===== src/rtl/kerned_text_line_width_defines.svh =====
// ----------------------------------------------------------------------------
// kerned_text_line_width_defines.svh
// Assertion macros used by the line width controller module.
// ----------------------------------------------------------------------------
`ifndef KERNED_TEXT_LINE_WIDTH_DEFINES_SVH
`define KERNED_TEXT_LINE_WIDTH_DEFINES_SVH

// Same-cycle implication, held off while reset is asserted
`define KTLW_ASSERT_IMPL(label, ante, cons, msg) \
  label: assert property (@(posedge clk) disable iff (!rst_n) (ante) |-> (cons)) \
    else $error(msg);

// Next-cycle implication, held off while reset is asserted
`define KTLW_ASSERT_NEXT(label, ante, cons, msg) \
  label: assert property (@(posedge clk) disable iff (!rst_n) (ante) |=> (cons)) \
    else $error(msg);

`endif


===== src/rtl/ktlw_pkg.sv =====
// ----------------------------------------------------------------------------
// ktlw_pkg
// Types, codes and sizes shared by the text line width measurement block.
// ----------------------------------------------------------------------------
`default_nettype none

package ktlw_pkg;

  // Table and accumulator sizes
  localparam int GLYPH_DEPTH = 256;
  localparam int KERN_DEPTH  = 256;
  localparam int SUM_BITS    = 16;

  localparam logic [8:0] KERN_DEPTH_N = 9'(KERN_DEPTH);
  localparam logic [SUM_BITS-1:0] SUM_MAX = {SUM_BITS{1'b1}};

  // Special character codes
  localparam logic [7:0] CHAR_NUL      = 8'h00;
  localparam logic [7:0] CHAR_NEWLINE  = 8'h0a;
  localparam logic [7:0] CTRL_SKIP_MAX = 8'h03;
  localparam logic [7:0] CTRL_DROP_MAX = 8'h06;

  // Input item actions
  localparam logic [1:0] ACT_TEXT  = 2'd0;
  localparam logic [1:0] ACT_GLYPH = 2'd1;
  localparam logic [1:0] ACT_KERN  = 2'd2;

  // Configuration register indexes
  localparam logic [2:0] CFG_MIN_CHAR     = 3'd0;
  localparam logic [2:0] CFG_MAX_CHAR     = 3'd1;
  localparam logic [2:0] CFG_PROPORTIONAL = 3'd2;
  localparam logic [2:0] CFG_KERNED       = 3'd3;
  localparam logic [2:0] CFG_FIXED_WIDTH  = 3'd4;
  localparam logic [2:0] CFG_KERN_COUNT   = 3'd5;

  // One kerning table entry
  typedef struct packed {
    logic [7:0] first;
    logic [7:0] second;
    logic [8:0] value;
  } ktlw_kern_entry_t;

  // Controller states
  typedef enum logic [2:0] {
    ST_IDLE,
    ST_EVAL,
    ST_BASE,
    ST_SCAN,
    ST_ADD,
    ST_LINE
  } ktlw_state_t;

  // Commands from controller to datapath
  typedef struct packed {
    logic accept;
    logic kinit;
    logic kadv;
    logic load_base;
    logic load_kern;
    logic add;
    logic commit;
  } ktlw_cmd_t;

  // Status from datapath to controller
  typedef struct packed {
    logic is_text;
    logic pending_valid;
    logic kern_go;
    logic kern_match;
    logic kern_last;
    logic line_ends;
    logic out_free;
  } ktlw_sts_t;

endpackage

`default_nettype wire


===== src/rtl/ktlw_ctrl.sv =====
// ----------------------------------------------------------------------------
// ktlw_ctrl
// Sequencer for one text byte: settle the pending advance, search the
// kerning table, accumulate and update the line state.
// ----------------------------------------------------------------------------
`default_nettype none

`include "kerned_text_line_width_defines.svh"

module ktlw_ctrl (
  input  wire logic                 clk,
  input  wire logic                 rst_n,
  input  wire logic                 in_valid,
  output logic                      in_ready,
  input  wire ktlw_pkg::ktlw_sts_t  sts,
  output ktlw_pkg::ktlw_cmd_t       cmd
);

  ktlw_pkg::ktlw_state_t state_r;
  ktlw_pkg::ktlw_state_t state_nxt;

  // state register
  always_ff @(posedge clk) begin
    if (!rst_n) begin
      state_r <= ktlw_pkg::ST_IDLE;
    end else begin
      state_r <= state_nxt;
    end
  end

  // next state and commands
  always_comb begin
    state_nxt = state_r;
    cmd       = '0;
    in_ready  = 1'b0;
    unique case (state_r)
      ktlw_pkg::ST_IDLE: begin
        in_ready = 1'b1;
        if (in_valid) begin
          cmd.accept = 1'b1;
          if (sts.is_text) begin
            state_nxt = ktlw_pkg::ST_EVAL;
          end
        end
      end
      ktlw_pkg::ST_EVAL: begin
        cmd.kinit = 1'b1;
        state_nxt = sts.pending_valid ? ktlw_pkg::ST_BASE : ktlw_pkg::ST_LINE;
      end
      ktlw_pkg::ST_BASE: begin
        cmd.load_base = 1'b1;
        state_nxt     = sts.kern_go ? ktlw_pkg::ST_SCAN : ktlw_pkg::ST_ADD;
      end
      ktlw_pkg::ST_SCAN: begin
        priority if (sts.kern_match) begin
          cmd.load_kern = 1'b1;
          state_nxt     = ktlw_pkg::ST_ADD;
        end else if (sts.kern_last) begin
          state_nxt = ktlw_pkg::ST_ADD;
        end else begin
          cmd.kadv = 1'b1;
        end
      end
      ktlw_pkg::ST_ADD: begin
        cmd.add   = 1'b1;
        state_nxt = ktlw_pkg::ST_LINE;
      end
      ktlw_pkg::ST_LINE: begin
        if (!sts.line_ends || sts.out_free) begin
          cmd.commit = 1'b1;
          state_nxt  = ktlw_pkg::ST_IDLE;
        end
      end
      default: begin
        state_nxt = ktlw_pkg::ST_IDLE;
      end
    endcase
  end

  // checks
  `KTLW_ASSERT_NEXT(a_text_starts, in_valid && in_ready && sts.is_text,
                    state_r == ktlw_pkg::ST_EVAL, "accepted text byte did not start work")
  `KTLW_ASSERT_NEXT(a_match_adds, state_r == ktlw_pkg::ST_SCAN && sts.kern_match,
                    state_r == ktlw_pkg::ST_ADD, "kerning match did not end the search")
  `KTLW_ASSERT_NEXT(a_no_pending, state_r == ktlw_pkg::ST_EVAL && !sts.pending_valid,
                    state_r == ktlw_pkg::ST_LINE, "byte without pending advance added one")
  `KTLW_ASSERT_IMPL(a_commit_free, cmd.commit && sts.line_ends, sts.out_free,
                    "line result overwrote a waiting result")

endmodule

`default_nettype wire

===== config.mk =====
export PLATFORM = sky130hd
export DESIGN_NAME = ktlw_ctrl
export DESIGN_NICKNAME = d
export VERILOG_FILES = /design/src/rtl/ktlw_pkg.sv /design/src/rtl/ktlw_ctrl.sv
export VERILOG_INCLUDE_DIRS = /design/src /design/src/rtl
export SDC_FILE = /design/constraint.sdc
export NUM_CORES = 1
export LEC_CHECK = 0
export BUFFER_PORTS_ARGS = -buffer_cell sky130_fd_sc_hd__clkbuf_2
export CAP_MARGIN = 20
export CORE_AREA = 2 2 39 41
export DETAILED_ROUTE_END_ITERATION = 6
export DIE_AREA = 0 0 41 43
export GPL_TIMING_DRIVEN = 1
export PLACE_DENSITY_LB_ADDON = 0.25
export SYNTH_ARGS = -nofsm -noshare
export SYNTH_HDL_FRONTEND = slang
export SYNTH_SLANG_ARGS = --single-unit

===== constraint.sdc =====
create_clock -name clk -period 1.2 [get_ports clk]
set_clock_uncertainty 0.15 [all_clocks]
set_input_delay 0.06 -clock clk [delete_from_list [all_inputs] [get_ports clk]]
set_output_delay 0.06 -clock clk [all_outputs]
set_load 0.01 [all_outputs]

==> results.sh <==
export IMPL_period_share_pct=113
export IMPL_multi_input_area_um2=228
export IMPL_layout_min_cycle_time_ns=1.36
export IMPL_clock_path_buffers=2
export IMPL_vdd_drop_max_uv=453
export IMPL_dpl_cell_area_um2=413
export IMPL_gp_congestion=0.668
export IMPL_drc_errors=0
export IMPL_r2r_slack_ns=-0.14
export IMPL_drtPass1Iterations=4
export IMPL_reg_top3="state_r (3)"
export IMPL_path_buf_inv=2
export IMPL_rsz0062_at_grt="yes"
export IMPL_grt_ovfl_total=0
export IMPL_largest_register_ffs=3
export IMPL_start_util_pct=20.1
export IMPL_power_density_nw_per_um2=883
export IMPL_leakagePower_nw=0.270
export IMPL_cpMaxStageDelayCell="dfxtp_4"
export IMPL_ys_warn_count=0
export IMPL_fin_total_pwr_w=0.000513
export IMPL_dieArea_um2=1760
export IMPL_wl_met2_um=441
export IMPL_finalWorstSetupSlack_ns=-0.159
export IMPL_route_met3_wl_um=50
export IMPL_drv_slew=0
export IMPL_wl_per_cell_um=10.0
export IMPL_grt_pass1_vias=294
export IMPL_route_detailed_vias_per_inst=4.56
export IMPL_setup_viol=11
export IMPL_worstPathRequired_ns=0.99
export IMPL_dr_max_layer_used="met4"
export IMPL_layout_commonest_cell="clkbuf_2"
export IMPL_violations="setup timing"
export IMPL_clkTransAtPathRegs_ns=0.04
export IMPL_io_pins=18
export IMPL_synth_area_leaders="dfxtp_1 (22%), buf_6 (8.1%), nor3b_1 (8.1%)"
export IMPL_endpoint_kind="output pin"
export IMPL_grt_pass1_wl_mm=1.15
export IMPL_slowest_delay_ns=0.36
export IMPL_track_usage_pct=10.2
export IMPL_synth_largest_area_cell="dfxtp_1"
export IMPL_synthCells=35
export IMPL_synth_flop_cell="dfxtp_1"
export IMPL_crit_fanout=4
export IMPL_cts_tree="yes"
export IMPL_ant_nets=0
export IMPL_status="finished with violations"
export IMPL_grt_max_degree=10
export IMPL_final_cell_mix="clkbuf_2 (9), buf_6 (7), nor2_1 (5), buf_4 (5), buf_2 (4)"
export IMPL_hpwlAfterDp_um=564
export IMPL_syn_nets=45
export IMPL_max_freq_mhz=736
export IMPL_hold_ws_ns=0.0272
export IMPL_ys_types=23
export IMPL_design_area_um2=581
export IMPL_wl_met1_um=313
export IMPL_num_antenna_cells=0
export IMPL_async_flop_share_pct=0
export IMPL_die_w_um=41
export IMPL_worstPathArrival_ns=1.15
export IMPL_drive_above_1_share_pct=60.6
export IMPL_syn2layout_area_growth_pct=109
export IMPL_fin_util_pct=42.0
export IMPL_io_buffers=17
export IMPL_yosysTopAreaCellShare_pct=21.6
export IMPL_cts_num_sinks=3
export IMPL_hold_viol_final=0
export IMPL_synth_area_um2=278
export IMPL_cts_buffers=3
export IMPL_relSlewSlack_pct=86.5
export IMPL_core_um2=1380
export IMPL_cp_top_family="flip-flops"
export IMPL_ys_ff_latch=3
export IMPL_critPathLaunchType="flop"
export IMPL_core_rowCount=14
export IMPL_die_h_um=43
export IMPL_n_fill_cell=142
export IMPL_cp_cell_sequence="buf_6 -> nor3_4 -> and2_1 -> buf_2"
export IMPL_htree_levels=1
export IMPL_drt_first_iter_violations=4
export IMPL_hold_class="in -> reg"
export IMPL_finalWirelength_um=820
export IMPL_antenna_found_initial=0
export IMPL_ys_seq_area_share_pct=21.6
export IMPL_worst_pin_slew_ns=0.202
export IMPL_synth_area_per_cell_um2=7.94
export IMPL_crit_type="reg -> out"
export IMPL_cap_violations=0
export IMPL_via_count=374
export IMPL_regArea_um2=71.3
export IMPL_synth_edf_count=0
export IMPL_root_buffer="clkbuf_4"
export IMPL_regMostFlops="state_r"
export IMPL_clk_latency_ns=0.23
export IMPL_nNetsFinal=77
## cells in the mapped netlist, drive strengths merged, types with 2 or more instances
library cell and instances:
dfxtp 3, buf 2, nor3b 4, nand2 3, and3 2, nor2b 2, nor2 5, a21oi 2
## layout make-up
type                            count  share of cell area [%]
Tap cell                           16                    3.45
Clock buffer                        4                    4.53
Timing Repair Buffer               29                    39.9
Inverter                            1                   0.647
Sequential cell                     3                    12.3
Multi-Input combinational cell     29                    39.2
## cell families after synthesis
family	after synthesis	synth area share (%)
buf+inv	3	9.46
simple gates	21	46.9
compound gates	8	22.1
flops	3	21.6
## power breakdown
group / internal, W / total, W / leakage (nW) / switching (W)
clock: 0.000124 / 0.000174 / 0.0150 / 0.0000492
combinational: 0.000131 / 0.000214 / 0.228 / 0.0000823
sequential: 0.000108 / 0.000125 / 0.0267 / 0.0000171
total: 0.000364 / 0.000513 / 0.270 / 0.000149
## metal layers
layer	track usage, %	up-vias
met5	0	-
met4	10.0	0
met3	3.66	2
met2	14.7	11
met1	10.5	169
li1	-	192
## final timing paths
| check | cells past startpoint | to | startpoint |
|---|---|---|---|
| worst max-delay path | 4 | cmd[6] | state_r[0] |
| worst min-delay path | 3 | state_r[2] | sts[0] |
| worst max register to register | 5 | state_r[2] | state_r[1] |
| worst min register to register | 3 | state_r[1] | state_r[2] |
## repair_timing
item / CTS / global route
endpoints found under the hold margin: 3 / 0
gates resized for setup: 8 / 15
pin swaps: 7 / 4
setup endpoints to repair: 11 / 11
hold buffers: 3 / 0
setup buffers: 5 / 1
## per-stage QoR
stage,worst slack (ns),TNS [ns],instances
floorplan,-0.0870,-0.224,35
detailed placement,-0.119,-0.240,69
global placement,-0.117,-0.258,69
global route,-0.206,-1.69,82
CTS,-0.181,-1.29,81
finish,-0.159,-1.12,82
## worst reg2reg max path: stages (launching register included)
cell      delay [ns]
dfxtp_4         0.35
buf_6           0.10
nor3b_1         0.20
nor2_1          0.08
a221oi_2        0.25
o21a_1          0.14
Note: power is estimated with default switching activity, not from simulation.
